--- config.mk ---
export PLATFORM = sky130hd
export DESIGN_NAME = averaged_threshold_hit_detector_flat
export DESIGN_NICKNAME = d
export VERILOG_FILES = /design/src/athd_pkg.sv /design/src/athd_frame_if.sv /design/src/athd_result_if.sv /design/src/athd_regs.sv /design/src/athd_lane.sv /design/src/athd_merge.sv /design/src/averaged_threshold_hit_detector.sv /design/src/flat_wrapper.sv
export SDC_FILE = /design/constraint.sdc
export NUM_CORES = 1
export LEC_CHECK = 0
export BUFFER_PORTS_ARGS = -buffer_cell sky130_fd_sc_hd__buf_2
export CORE_ASPECT_RATIO = 0.8
export CORE_MARGIN = 1
export CORE_UTILIZATION = 40
export CTS_CLUSTER_SIZE = 12
export DETAILED_ROUTE_END_ITERATION = 16
export PLACE_DENSITY = 0.66
export SLEW_MARGIN = 20
export SYNTH_ARGS = -nofsm -noshare
export SYNTH_HDL_FRONTEND = slang
export SYNTH_HIERARCHICAL = 1
export SYNTH_SLANG_ARGS = --single-unit
--- constraint.sdc ---
create_clock -name clk -period 3.47 [get_ports clk]
set_input_delay 0.5205 -clock clk [delete_from_list [all_inputs] [get_ports clk]]
set_output_delay 0.5205 -clock clk [all_outputs]
set_load 0.02 [all_outputs]
--- src/athd_pkg.sv ---
// athd_pkg: widths, register codes, reset values and control structs for the
// averaged threshold hit detector; used by every module and interface in src
`default_nettype none

package athd_pkg;

  localparam int LANES     = 5;
  localparam int N_SENSORS = 5;
  localparam int N_SAMPLES = 10;

  localparam int SAMPLE_W = 10;
  localparam int THR_W    = 10;
  localparam int CNT_W    = 4;
  localparam int SUM_W    = 14;
  localparam int LIMIT_W  = THR_W + CNT_W;
  localparam int TIMER_W  = 16;
  localparam int IDX_W    = 3;
  localparam int ADDR_W   = 5;
  localparam int DATA_W   = 32;

  localparam logic [TIMER_W-1:0] TIMER_MAX = '1;
  localparam logic [TIMER_W-1:0] HOLDOFF_RESET = 16'd1000;

  localparam logic [LANES-1:0][THR_W-1:0] THR_RESET = {
    10'd340, 10'd260, 10'd340, 10'd260, 10'd140
  };

  typedef enum logic [2:0] {
    REG_THRESHOLD_0 = 3'd0,
    REG_THRESHOLD_1 = 3'd1,
    REG_THRESHOLD_2 = 3'd2,
    REG_THRESHOLD_3 = 3'd3,
    REG_THRESHOLD_4 = 3'd4,
    REG_HOLDOFF_MS  = 3'd5
  } reg_idx_t;

  typedef enum logic {
    CMD_FRAME = 1'b0,
    CMD_TICK  = 1'b1
  } cmd_t;

  typedef struct packed {
    logic [LANES-1:0][THR_W-1:0] threshold;
    logic [TIMER_W-1:0]          holdoff_ms;
  } cfg_t;

  typedef struct packed {
    logic add;
    logic clear;
  } lane_ctrl_t;

endpackage

`default_nettype wire

--- src/athd_frame_if.sv ---
// athd_frame_if: request channel carrying a command and one frame of samples
// depends on athd_pkg
`default_nettype none

interface athd_frame_if;
  logic                           valid;
  logic                           ready;
  logic                           cmd;
  logic [athd_pkg::SAMPLE_W-1:0]  sample_0;
  logic [athd_pkg::SAMPLE_W-1:0]  sample_1;
  logic [athd_pkg::SAMPLE_W-1:0]  sample_2;
  logic [athd_pkg::SAMPLE_W-1:0]  sample_3;
  logic [athd_pkg::SAMPLE_W-1:0]  sample_4;

  modport source (
    output valid, cmd, sample_0, sample_1, sample_2, sample_3, sample_4,
    input  ready
  );
  modport sink (
    input  valid, cmd, sample_0, sample_1, sample_2, sample_3, sample_4,
    output ready
  );
endinterface

`default_nettype wire

--- src/athd_result_if.sv ---
// athd_result_if: result channel carrying the hit flag and first sensor index
// depends on athd_pkg
`default_nettype none

interface athd_result_if;
  logic                        valid;
  logic                        ready;
  logic                        hit;
  logic [athd_pkg::IDX_W-1:0]  first_sensor;

  modport source (
    output valid, hit, first_sensor,
    input  ready
  );
  modport sink (
    input  valid, hit, first_sensor,
    output ready
  );
endinterface

`default_nettype wire

--- src/athd_regs.sv ---
// athd_regs: apb configuration registers (thresholds and holdoff)
// depends on athd_pkg
`default_nettype none

module athd_regs (
  input  wire logic                         clk,
  input  wire logic                         rst,
  input  wire logic                         psel,
  input  wire logic                         penable,
  input  wire logic                         pwrite,
  input  wire logic [athd_pkg::ADDR_W-1:0]  paddr,
  input  wire logic [athd_pkg::DATA_W-1:0]  pwdata,
  output      logic [athd_pkg::DATA_W-1:0]  prdata,
  output      logic                         pready,
  output      athd_pkg::cfg_t               cfg
);

  logic [2:0] idx;
  logic       wr;

  assign idx    = paddr[4:2];
  assign wr     = psel && penable && pwrite;
  assign pready = 1'b1;

  always_ff @(posedge clk) begin
    if (rst) begin
      cfg.threshold  <= athd_pkg::THR_RESET;
      cfg.holdoff_ms <= athd_pkg::HOLDOFF_RESET;
    end else if (wr) begin
      case (idx)
        athd_pkg::REG_THRESHOLD_0,
        athd_pkg::REG_THRESHOLD_1,
        athd_pkg::REG_THRESHOLD_2,
        athd_pkg::REG_THRESHOLD_3,
        athd_pkg::REG_THRESHOLD_4: begin
          cfg.threshold[idx] <= pwdata[athd_pkg::THR_W-1:0];
        end
        athd_pkg::REG_HOLDOFF_MS: begin
          cfg.holdoff_ms <= pwdata[athd_pkg::TIMER_W-1:0];
        end
        default: begin
        end
      endcase
    end
  end

  always_comb begin
    prdata = '0;
    case (idx)
      athd_pkg::REG_THRESHOLD_0,
      athd_pkg::REG_THRESHOLD_1,
      athd_pkg::REG_THRESHOLD_2,
      athd_pkg::REG_THRESHOLD_3,
      athd_pkg::REG_THRESHOLD_4: begin
        prdata = athd_pkg::DATA_W'(cfg.threshold[idx]);
      end
      athd_pkg::REG_HOLDOFF_MS: begin
        prdata = athd_pkg::DATA_W'(cfg.holdoff_ms);
      end
      default: begin
        prdata = '0;
      end
    endcase
  end

endmodule

`default_nettype wire

--- src/athd_lane.sv ---
// athd_lane: one sensor's window accumulator and limit compare
// depends on athd_pkg
`default_nettype none

module athd_lane (
  input  wire logic                           clk,
  input  wire logic                           rst,
  input  wire athd_pkg::lane_ctrl_t           ctrl,
  input  wire logic [athd_pkg::SAMPLE_W-1:0]  sample,
  input  wire logic [athd_pkg::THR_W-1:0]     threshold,
  output      logic                           over
);

  logic [athd_pkg::SUM_W-1:0]   sum;
  logic [athd_pkg::SUM_W-1:0]   sum_next;
  logic [athd_pkg::LIMIT_W-1:0] limit;

  // sum wraps at its width
  assign sum_next = sum + athd_pkg::SUM_W'(sample);
  assign limit    = athd_pkg::LIMIT_W'(threshold)
                  * athd_pkg::LIMIT_W'(athd_pkg::N_SAMPLES);
  assign over     = athd_pkg::LIMIT_W'(sum_next) > limit;

  always_ff @(posedge clk) begin
    if (rst) begin
      sum <= '0;
    end else if (ctrl.add) begin
      sum <= ctrl.clear ? '0 : sum_next;
    end
  end

endmodule

`default_nettype wire

--- src/athd_merge.sv ---
// athd_merge: window counter, holdoff timer, lowest-lane pick and result register
// depends on athd_pkg and athd_result_if
`default_nettype none

module athd_merge (
  input  wire logic                          clk,
  input  wire logic                          rst,
  input  wire logic                          accept,
  input  wire logic                          cmd,
  input  wire logic [athd_pkg::LANES-1:0]    over,
  input  wire logic [athd_pkg::TIMER_W-1:0]  holdoff_ms,
  output      athd_pkg::lane_ctrl_t          lane_ctrl,
  output      logic                          accept_ready,
  athd_result_if.source                      result
);

  logic [athd_pkg::CNT_W-1:0]   frame_count;
  logic [athd_pkg::CNT_W-1:0]   frame_count_next;
  logic [athd_pkg::TIMER_W-1:0] timer;
  logic                         frame_acc;
  logic                         tick_acc;
  logic                         done;
  logic                         any_over;
  logic                         fire;
  logic [athd_pkg::IDX_W-1:0]   first;

  assign frame_acc        = accept && (cmd == athd_pkg::CMD_FRAME);
  assign tick_acc         = accept && (cmd == athd_pkg::CMD_TICK);
  assign frame_count_next = frame_count + 1'b1;
  assign done             = frame_count_next >= athd_pkg::CNT_W'(athd_pkg::N_SAMPLES);
  assign any_over         = |over;
  assign fire             = frame_acc && done && (timer >= holdoff_ms) && any_over;
  assign accept_ready     = !result.valid || result.ready;

  assign lane_ctrl.add   = frame_acc;
  assign lane_ctrl.clear = done;

  always_comb begin
    first = '0;
    for (int i = athd_pkg::LANES - 1; i >= 0; i--) begin
      if (over[i]) begin
        first = athd_pkg::IDX_W'(i);
      end
    end
  end

  always_ff @(posedge clk) begin
    if (rst) begin
      frame_count         <= '0;
      timer               <= '0;
      result.valid        <= 1'b0;
      result.hit          <= 1'b0;
      result.first_sensor <= '0;
    end else begin
      if (frame_acc) begin
        frame_count <= done ? '0 : frame_count_next;
      end
      if (tick_acc && (timer != athd_pkg::TIMER_MAX)) begin
        timer <= timer + 1'b1;
      end else if (fire) begin
        timer <= '0;
      end
      if (frame_acc && done) begin
        result.valid        <= 1'b1;
        result.hit          <= fire;
        result.first_sensor <= fire ? first : '0;
      end else if (result.ready) begin
        result.valid <= 1'b0;
      end
    end
  end

`ifndef SYNTHESIS
  a_timer_cleared_on_hit: assert property (@(posedge clk) disable iff (rst)
    fire |=> timer == '0)
    else $error("holdoff timer not cleared after reported hit");

  a_timer_monotonic: assert property (@(posedge clk) disable iff (rst)
    !fire |=> timer >= $past(timer))
    else $error("holdoff timer decreased without a hit");

  a_no_hit_zero_index: assert property (@(posedge clk) disable iff (rst)
    result.valid && !result.hit |-> result.first_sensor == '0)
    else $error("first sensor nonzero on a miss");

  a_stall_only_on_held_result: assert property (@(posedge clk) disable iff (rst)
    !accept_ready |-> result.valid && !result.ready)
    else $error("input stalled without a held result");
`endif

endmodule

`default_nettype wire

--- src/averaged_threshold_hit_detector.sv ---
// averaged_threshold_hit_detector: top level, five accumulate-and-compare lanes
// merged into one result per window of N_SAMPLES frames; one request per cycle unless stalled
// result is valid in the cycle after the request that completes a window
// input stalls only while a result is held and the sink is not ready
// reset clears sums, frame count, holdoff timer and result valid; thresholds
// return to 140,260,340,260,340 and holdoff to 1000; depends on athd_pkg
`default_nettype none

module averaged_threshold_hit_detector (
  input  wire logic                         clk,
  input  wire logic                         rst,
  athd_frame_if.sink                        frame,
  athd_result_if.source                     result,
  input  wire logic                         psel,
  input  wire logic                         penable,
  input  wire logic                         pwrite,
  input  wire logic [athd_pkg::ADDR_W-1:0]  paddr,
  input  wire logic [athd_pkg::DATA_W-1:0]  pwdata,
  output      logic [athd_pkg::DATA_W-1:0]  prdata,
  output      logic                         pready
);

  athd_pkg::cfg_t                                  cfg;
  athd_pkg::lane_ctrl_t                            lane_ctrl;
  logic [athd_pkg::LANES-1:0][athd_pkg::SAMPLE_W-1:0] samples;
  logic [athd_pkg::LANES-1:0]                      over;
  logic                                            accept_ready;
  logic                                            accept;

  assign samples[0]  = frame.sample_0;
  assign samples[1]  = frame.sample_1;
  assign samples[2]  = frame.sample_2;
  assign samples[3]  = frame.sample_3;
  assign samples[4]  = frame.sample_4;
  assign frame.ready = accept_ready;
  assign accept      = frame.valid && accept_ready;

  athd_regs u_regs (
    .clk     (clk),
    .rst     (rst),
    .psel    (psel),
    .penable (penable),
    .pwrite  (pwrite),
    .paddr   (paddr),
    .pwdata  (pwdata),
    .prdata  (prdata),
    .pready  (pready),
    .cfg     (cfg)
  );

  for (genvar g = 0; g < athd_pkg::LANES; g++) begin : g_lane
    if (g < athd_pkg::N_SENSORS) begin : g_used
      athd_lane u_lane (
        .clk       (clk),
        .rst       (rst),
        .ctrl      (lane_ctrl),
        .sample    (samples[g]),
        .threshold (cfg.threshold[g]),
        .over      (over[g])
      );
    end else begin : g_unused
      assign over[g] = 1'b0;
    end
  end

  athd_merge u_merge (
    .clk          (clk),
    .rst          (rst),
    .accept       (accept),
    .cmd          (frame.cmd),
    .over         (over),
    .holdoff_ms   (cfg.holdoff_ms),
    .lane_ctrl    (lane_ctrl),
    .accept_ready (accept_ready),
    .result       (result)
  );

endmodule

`default_nettype wire
--- src/flat_wrapper.sv ---
// flat-port wrapper written by rule: the top's interface ports become plain ports
module averaged_threshold_hit_detector_flat 
  (clk, rst, psel, penable, pwrite, paddr, pwdata, prdata, pready, frame_valid, frame_cmd, frame_sample_0, frame_sample_1, frame_sample_2, frame_sample_3, frame_sample_4, frame_ready, result_valid, result_hit, result_first_sensor, result_ready);
  athd_frame_if frame_i ();
  athd_result_if result_i ();
  input  wire logic clk;
  input  wire logic rst;
  input  wire logic psel;
  input  wire logic penable;
  input  wire logic pwrite;
  input  wire logic [athd_pkg::ADDR_W-1:0] paddr;
  input  wire logic [athd_pkg::DATA_W-1:0] pwdata;
  output      logic [athd_pkg::DATA_W-1:0] prdata;
  output      logic pready;
  input wire logic [$bits(frame_i.valid)-1:0] frame_valid;
  input wire logic [$bits(frame_i.cmd)-1:0] frame_cmd;
  input wire logic [$bits(frame_i.sample_0)-1:0] frame_sample_0;
  input wire logic [$bits(frame_i.sample_1)-1:0] frame_sample_1;
  input wire logic [$bits(frame_i.sample_2)-1:0] frame_sample_2;
  input wire logic [$bits(frame_i.sample_3)-1:0] frame_sample_3;
  input wire logic [$bits(frame_i.sample_4)-1:0] frame_sample_4;
  output wire logic [$bits(frame_i.ready)-1:0] frame_ready;
  output wire logic [$bits(result_i.valid)-1:0] result_valid;
  output wire logic [$bits(result_i.hit)-1:0] result_hit;
  output wire logic [$bits(result_i.first_sensor)-1:0] result_first_sensor;
  input wire logic [$bits(result_i.ready)-1:0] result_ready;
  assign frame_i.valid = frame_valid;
  assign frame_i.cmd = frame_cmd;
  assign frame_i.sample_0 = frame_sample_0;
  assign frame_i.sample_1 = frame_sample_1;
  assign frame_i.sample_2 = frame_sample_2;
  assign frame_i.sample_3 = frame_sample_3;
  assign frame_i.sample_4 = frame_sample_4;
  assign frame_ready = frame_i.ready;
  assign result_valid = result_i.valid;
  assign result_hit = result_i.hit;
  assign result_first_sensor = result_i.first_sensor;
  assign result_i.ready = result_ready;
  averaged_threshold_hit_detector u_core (.clk(clk), .rst(rst), .frame(frame_i), .result(result_i), .psel(psel), .penable(penable), .pwrite(pwrite), .paddr(paddr), .pwdata(pwdata), .prdata(prdata), .pready(pready));
endmodule
==> results of run 1 <==
cells by family after synthesis:
| kind of cell | after synthesis |
|---|---|
| AND/OR/NAND/NOR | 597 |
| AO/OA/AOI/OAI | 473 |
| XOR/XNOR | 92 |
| other | 2 |
| buffers and inverters | 176 |
| flip-flops | 161 |
| adder cells (fa/ha/maj) | 224 |
| multiplexers | 16 |
worst paths after layout:
check                        start                       end  cells after the start
max reg2reg  u_core/u_regs/cfg[49]  u_core/u_merge/timer[14]                     21
min                     pwdata[11]     u_core/u_regs/cfg[11]                      3
max          u_core/u_regs/cfg[49]  u_core/u_merge/timer[14]                     21
min reg2reg  u_core/u_regs/cfg[15]     u_core/u_regs/cfg[15]                      2
power by group:
| group | leakage (nW) | switching (mW) | total [mW] | internal [mW] |
|---|---|---|---|---|
| Sequential | 1.31 | 0.0458 | 1.94 | 1.90 |
| Clock | 0.279 | 0.874 | 1.97 | 1.09 |
| Combinational | 6.52 | 0.785 | 1.48 | 0.692 |
routing by layer:
layer / global-route usage, % / vias up / wire, um
li1: - / 7021 / -
met1: 30.4 / 6715 / 19600
met2: 39.2 / 359 / 19700
met3: 3.03 / 54 / 1970
met4: 7.30 / 0 / 881
met5: 0 / - / 0
cells in the final DEF (no fill, tap or decap), drive strengths merged, types with 9 or more instances in the layout:
| master | instances |
|---|---|
| a211oi | 16 |
| a21o | 23 |
| a21oi | 170 |
| a22o | 9 |
| a22oi | 35 |
| a31oi | 29 |
| a41oi | 11 |
| and2 | 9 |
| and3 | 20 |
| buf | 384 |
| clkbuf | 19 |
| conb | 17 |
| dfxtp | 161 |
| fa | 10 |
| ha | 214 |
| inv | 101 |
| mux2i | 14 |
| nand2 | 192 |
| nand2b | 32 |
| nand3 | 34 |
| nand3b | 22 |
| nand4 | 27 |
| nor2 | 110 |
| nor2b | 40 |
| nor3 | 44 |
| nor4 | 12 |
| o211ai | 28 |
| o21ai | 71 |
| o22ai | 15 |
| or2 | 11 |
| or3 | 22 |
| xnor2 | 56 |
| xor2 | 36 |
tightest hold or removal path, cell delays in order:
cell and delay (ns):
sky130_fd_sc_hd__buf_2 0.10, sky130_fd_sc_hd__nand2_1 0.04, sky130_fd_sc_hd__a21oi_1 0.05
registers in the layout, summed over array words and instances (netlist names):
signal / flops
u_core/g_lane.g_used.u_lane/sum: 70
u_core/u_merge/frame_count: 4
u_core/u_merge/result.first_sensor: 3
u_core/u_merge/result.hit: 1
u_core/u_merge/result.valid: 1
u_core/u_merge/timer: 16
u_core/u_regs/cfg: 66
final cells by class:
class	instances	area [um^2]
clock buffer	19	443
inverter	96	360
tap	472	591
multi-input combinational	1420	11000
fill	3297	16500
timing repair buffer	384	2670
clock inverter	13	150
antenna	2	5.00
sequential	161	3250
repair_timing:
action | 4_1_cts | 5_1_grt
hold buffers | 0 | 0
setup buffers | 9 | 3
setup endpoints to repair | 20 | 20
pin swaps | 47 | 27
resized for setup | 41 | 34
cloned | 1 | 0
==> flow_summary.toml, run 1 <==
[sta]
finalHoldViolations = 0
unrepaired_setup_endpoints_after_global_routing = "true"
setup_tns_ns = -6.35
drv_slew = 0
period_share_pct = 111
fin_hold_ws_ns = 0.308
setup_slack_ns = -0.389
final.min_clock_period_ns = 3.86
max_slew_margin_pct = 46.2
final.setup_skew_ns = 0.0192
maxClockFrequency_mhz = 259
tightest_slew_ns = 0.805
setup_viol = 20

[floorplan]
rows = 61
floorplan.initialDensity_pct = 40.9
boundaryPins = 134
die_w_um = 213
vert_die_dim_um = 171
coreArea_um2 = 35000
die_area_um2 = 36500

[clock_tree]
cts-buffers-inserted = 17
insertion_delay_ns = 0.44
clock_path_buffers = 2
buffer_type_at_the_clock_tree_root = "sky130_fd_sc_hd__clkbuf_16"
cts-htree-levels = 4
cts_tree = "done"
clk_transition_reported_paths_ns = 0.08
clock-sinks = 161

[synth]
synth_adder_area_share_pct = 20.2
synthesis.instances = 1741
netlist_area_um2 = 14300
synth-compound-area-share_pct = 22.8
synth_warnings = 6
yosysSeqAreaShare_pct = 22.6
async_reset_ff_share_pct = 0
post_synth_num_cell_types = 83
avgSynthCellArea_um2 = 8.20
synth.area.mux_share_pct = 1.22
ys_ff_latch = 161
yosys.area.top_type = "sky130_fd_sc_hd__dfxtp_1"
yosysMostFrequentCell = "sky130_fd_sc_hd__ha_1"
synth_top_cells_by_area = "sky130_fd_sc_hd__dfxtp_1 (23%), sky130_fd_sc_hd__ha_1 (19%), sky130_fd_sc_hd__a21oi_1 (5.9%), sky130_fd_sc_hd__nand2_1 (4.9%), sky130_fd_sc_hd__xnor2_1 (3.4%)"
post_synth_most_frequent_cells = "sky130_fd_sc_hd__ha_1 (214), sky130_fd_sc_hd__nand2_1 (186), sky130_fd_sc_hd__a21oi_1 (167)"
synth_enable_flop_cells = 0
synth_top_family_by_area = "compound AO/OA/AOI/OAI gates"
ys.flop_type = "sky130_fd_sc_hd__dfxtp_1"
simple_gate_area_share_of_the_yosys_netlist_pct = 21.7
synth_xor_area_share_pct = 5.64
netlist.area_leader.share_pct = 22.6

[routing]
drt_pre_antenna_iters = 7
drt-wirelength-per-cell_um = 16.4
drc = 0
postRouteWirelength_um = 42200
drt.antenna.violating_nets = 0
vias_per_std_cell = 5.51
dr_total_vias = 14100
drtIter0Drc = 951

[final_layout]
syn2layout_area_growth_pct = 29.3
count_of_placed_standard_cells_in_the_final_layout_fillers_left_out = 2567
postLayoutCoreUtil_pct = 52.8
post-route-cell-area_um2 = 18500
post_route_cells_drive_above_1_share_pct = 29.1
finish.net_count = 2399

[critical_path]
crit_type = "reg -> reg"
regToRegSetupSlack_ns = -0.39
timing.critical_path.buf_inv = 3
critical_path.cell_chain = "ha_4 -> ha_4 -> inv_2 -> fa_2 -> nor2b_2 -> o21ai_1 -> nand2b_1 -> a31oi_2 -> nor2b_2 -> xor2_1 -> ha_2 -> nand4_1 -> nor4_2 -> a21oi_2 -> buf_6 -> nor4_4 -> nand2b_4 -> nand3_4 -> buf_12 -> a21oi_1 -> a31oi_1"
path_delay_family = "simple AND/OR/NAND/NOR gates"
critical-path-slowest-cell = "sky130_fd_sc_hd__nor4_4"
endpoint_kind = "flop"
critical_path.max_stage_delay_ns = 0.41
setup.worst_path.start_class = "flop"
critical_path_required_ns = 3.84
path_max_fanout = 7
worst_ep_arrival_time_ns = 4.23

[placement]
numPlacedInstances = 2522
dpl_worst_slack_ns = -0.739
post-dp-hpwl_um = 32300
gp_routability_congestion = 0.905
placement.io_buffers = 98
placedInstanceArea_um2 = 17400

[global_route]
overflow = 0
grt.total_usage_pct = 23.2
grt_first_pass_wirelength_um = 68300
number_of_global_route_vias_before_repair = 13700
grt_start_max_net_pins = 62
antenna_violations_before_repair = 2

[status]
status = "complete, but fails checks"
failed_checks = "negative setup slack"

[power]
powerDensity_nw_per_um2 = 292
cellLeakagePower_nw = 8.11
peakVddDrop_mv = 0.245
design_power_total_mw = 5.39

[worst_hold_path]
worstHoldPathType = "in -> reg"

[run]
timing.max_cap.violations = 0
Power figures use the tool's default switching activity.
==> run 2, diff against run 1 <==
--- a/config.mk
+++ b/config.mk
@@ -11,6 +11,7 @@
 export CORE_UTILIZATION = 40
 export CTS_CLUSTER_SIZE = 12
 export DETAILED_ROUTE_END_ITERATION = 16
+export MAX_ROUTING_LAYER = met4
 export PLACE_DENSITY = 0.66
 export SLEW_MARGIN = 20
 export SYNTH_ARGS = -nofsm -noshare
==> run 2 against run 1 <==
Against the previous run:
- the flow still finishes with violations (negative setup slack)
- core utilization fell by 0.36 points
- sequential power barely moved
- clock power fell by 8%
- sequential cell count did not move
- first-iteration DRC count rose by 12%
- largest cell class unchanged
- largest power group is now registers
==> flow_summary.toml, run 2 (synthesis results as in run 1) <==
[critical_path]
critical_path.cell_chain = "ha_4 -> ha_1 -> a21o_1 -> a21oi_2 -> o21ai_1 -> o211ai_1 -> xor2_1 -> ha_1 -> a21o_1 -> a21o_1 -> a21oi_1 -> a21oi_1 -> buf_4 -> nor4_4 -> nand2b_4 -> nand3_4 -> buf_12 -> a31oi_1 -> o311ai_1"
regToRegSetupSlack_ns = -0.35
critical-path-slowest-cell = "sky130_fd_sc_hd__dfxtp_2"
worst_setup_path_startpoint = "u_core/u_regs/cfg[28]"
endpoint_kind = "flop"
setup.worst_path.start_class = "flop"
crit_type = "reg -> reg"
timing.reg2reg.worst_path_depth = 19
critical_path.max_stage_delay_ns = 0.39
r2r-start = "u_core/u_regs/cfg[28]"
critPathCapture = "u_core/u_merge/timer[2]"
worst_ep_arrival_time_ns = 4.17
critPathMostFrequentCell = "sky130_fd_sc_hd__a21o_1"
critical_path_required_ns = 3.82
rr_endpoint = "u_core/u_merge/timer[2]"
path_max_fanout = 7

[placement]
placement.io_buffers = 98
post-dp-hpwl_um = 32200
placedInstanceArea_um2 = 17400
gp_routability_congestion = 0.919

[clock_tree]
cts_tree = "done"
buffer_type_at_the_clock_tree_root = "sky130_fd_sc_hd__clkbuf_16"
cts-buffers-inserted = 17
clock_path_buffers = 2
cts-htree-levels = 4
clk_transition_reported_paths_ns = 0.07
clock-sinks = 161
cts.hold.buffers_added = 0
insertion_delay_ns = 0.45

[power]
powerDensity_nw_per_um2 = 286
power.sequential.fraction_pct = 37.1
share_clk_of_total_power_pct = 34.8
design_power_total_mw = 5.24
power_switching_share_pct = 32.5
cellLeakagePower_nw = 8.05
comb_power_share_pct = 28.1
total_switching_power_mw = 1.70
cellInternalPower_mw = 3.54
peakVddDrop_mv = 0.340

[sta]
max_slew_margin_pct = 37.0
tightest_slew_ns = 0.945
drv_slew = 0
final.setup_skew_ns = 0.0128
setup_viol = 20
period_share_pct = 110
unrepaired_setup_endpoints_after_global_routing = "true"
finalHoldViolations = 0
final.min_clock_period_ns = 3.82
setup_slack_ns = -0.354
maxClockFrequency_mhz = 262

[worst_hold_path]
worstHoldPathType = "in -> reg"
hold_path_depth = 3

[final_layout]
top_register = "u_core/g_lane.g_used.u_lane/sum"
finish.net_count = 2393
syn2layout_area_growth_pct = 28.4
post_route_cells_drive_above_1_share_pct = 28.7
antenna_cells_inserted = 0
layout_commonest_cell = "sky130_fd_sc_hd__buf_4"
commonest_non_fill_non_tap_cells_in_the_layout = "sky130_fd_sc_hd__buf_4 (276), sky130_fd_sc_hd__nand2_1 (186), sky130_fd_sc_hd__ha_1 (184)"
biggestRegsByFlops = "u_core/g_lane.g_used.u_lane/sum x70, u_core/u_regs/cfg x66, u_core/u_merge/timer x16"
largest_register_ff_count = 70
post-route-cell-area_um2 = 18300

[routing]
dr_total_vias = 14000
met1_length_um = 19400
drt_pre_antenna_iters = 6
drt.antenna.violating_nets = 0
top_signal_layer_used = "met4"
drtIter0Drc = 1067
drt-wirelength-per-cell_um = 16.4
drc = 0
met3_length_um = 1840
wl_met2_um = 19700
vias_per_std_cell = 5.49
postRouteWirelength_um = 42000

[floorplan]
boundaryPins = 134
vert_die_dim_um = 171
coreArea_um2 = 35000
floorplan.initialDensity_pct = 40.9
rows = 61
die_w_um = 213
die_area_um2 = 36500

[global_route]
overflow = 0
grt_first_pass_wirelength_um = 68500
grt_start_max_net_pins = 53
antenna_violations_before_repair = 0
number_of_global_route_vias_before_repair = 14000
grt.total_usage_pct = 24.0

[status]
status = "complete, but fails checks"
failed_checks = "negative setup slack"

[run]
timing.max_cap.violations = 0
## run 2: power by group through the flow
stage | clock, mW | combinational (mW) | sequential, mW
after global routing | 1.94 | 1.62 | 1.95
after detailed placement | 0 | 1.44 | 1.99
after global placement | 0 | 1.40 | 1.98
after CTS | 1.86 | 1.46 | 1.94
after floorplan | 0 | 0.917 | 1.97
final | 1.82 | 1.47 | 1.94
## run 2: repair_timing
item,4_1_cts,5_1_grt
hold endpoints to repair,0,0
gates resized for setup,42,25
setup endpoints to repair,20,20
pin swaps,45,17
setup buffers,7,2
gates cloned,1,0
## run 2: final cells by class
class                      count  area (um^2)
fill                        3267        16600
multi-input combinational   1420        11000
sequential                   161         3250
timing repair buffer         378         2630
tap                          472          591
clock buffer                  19          443
inverter                      96          360
clock inverter                12          101
## run 2: stage by stage
stage	instances	utilization, %	worst slack, ns	TNS [ns]	hold slack [ns]
after CTS	2557	52.1	-0.304	-5.29	0.287
after floorplan	1756	-	0.00301	0	0.445
after global placement	2519	49.8	-0.580	-10.38	0.445
after global routing	2558	52.5	-0.538	-9.77	0.292
final	2558	52.5	-0.354	-5.88	0.304
after detailed placement	2519	49.8	-0.717	-13.42	0.461
## run 2: how the worst min path moves through the flow
stage	end	slack, ns	from
after floorplan	u_core/u_regs/cfg[10]	0.44	u_core/u_regs/cfg[10]
after detailed placement	u_core/u_regs/cfg[15]	0.46	u_core/u_regs/cfg[15]
final	u_core/u_regs/cfg[11]	0.30	pwdata[11]
after global placement	u_core/u_merge/result.first_sensor[2]	0.45	u_core/u_merge/result.first_sensor[2]
after CTS	u_core/u_regs/cfg[15]	0.29	pwdata[15]
after global routing	u_core/u_regs/cfg[11]	0.29	pwdata[11]
## run 2: metal layers
metal | track usage (%) | up-vias
met5 | - | -
met4 | 8.14 | 0
met3 | 3.54 | 70
met2 | 39.2 | 330
met1 | 30.2 | 6642
li1 | - | 6998
## run 2: critical path: cells and delay by family, from the launching register on
kind	cells	cell delay, ns
buffers and inverters	2	0.33
DFF	1	0.39
and+or+nand+nor	3	0.60
AOI/OAI and AO/OA	10	1.42
adders and majority gates	3	0.76
xor gates and xnor gates	1	0.21
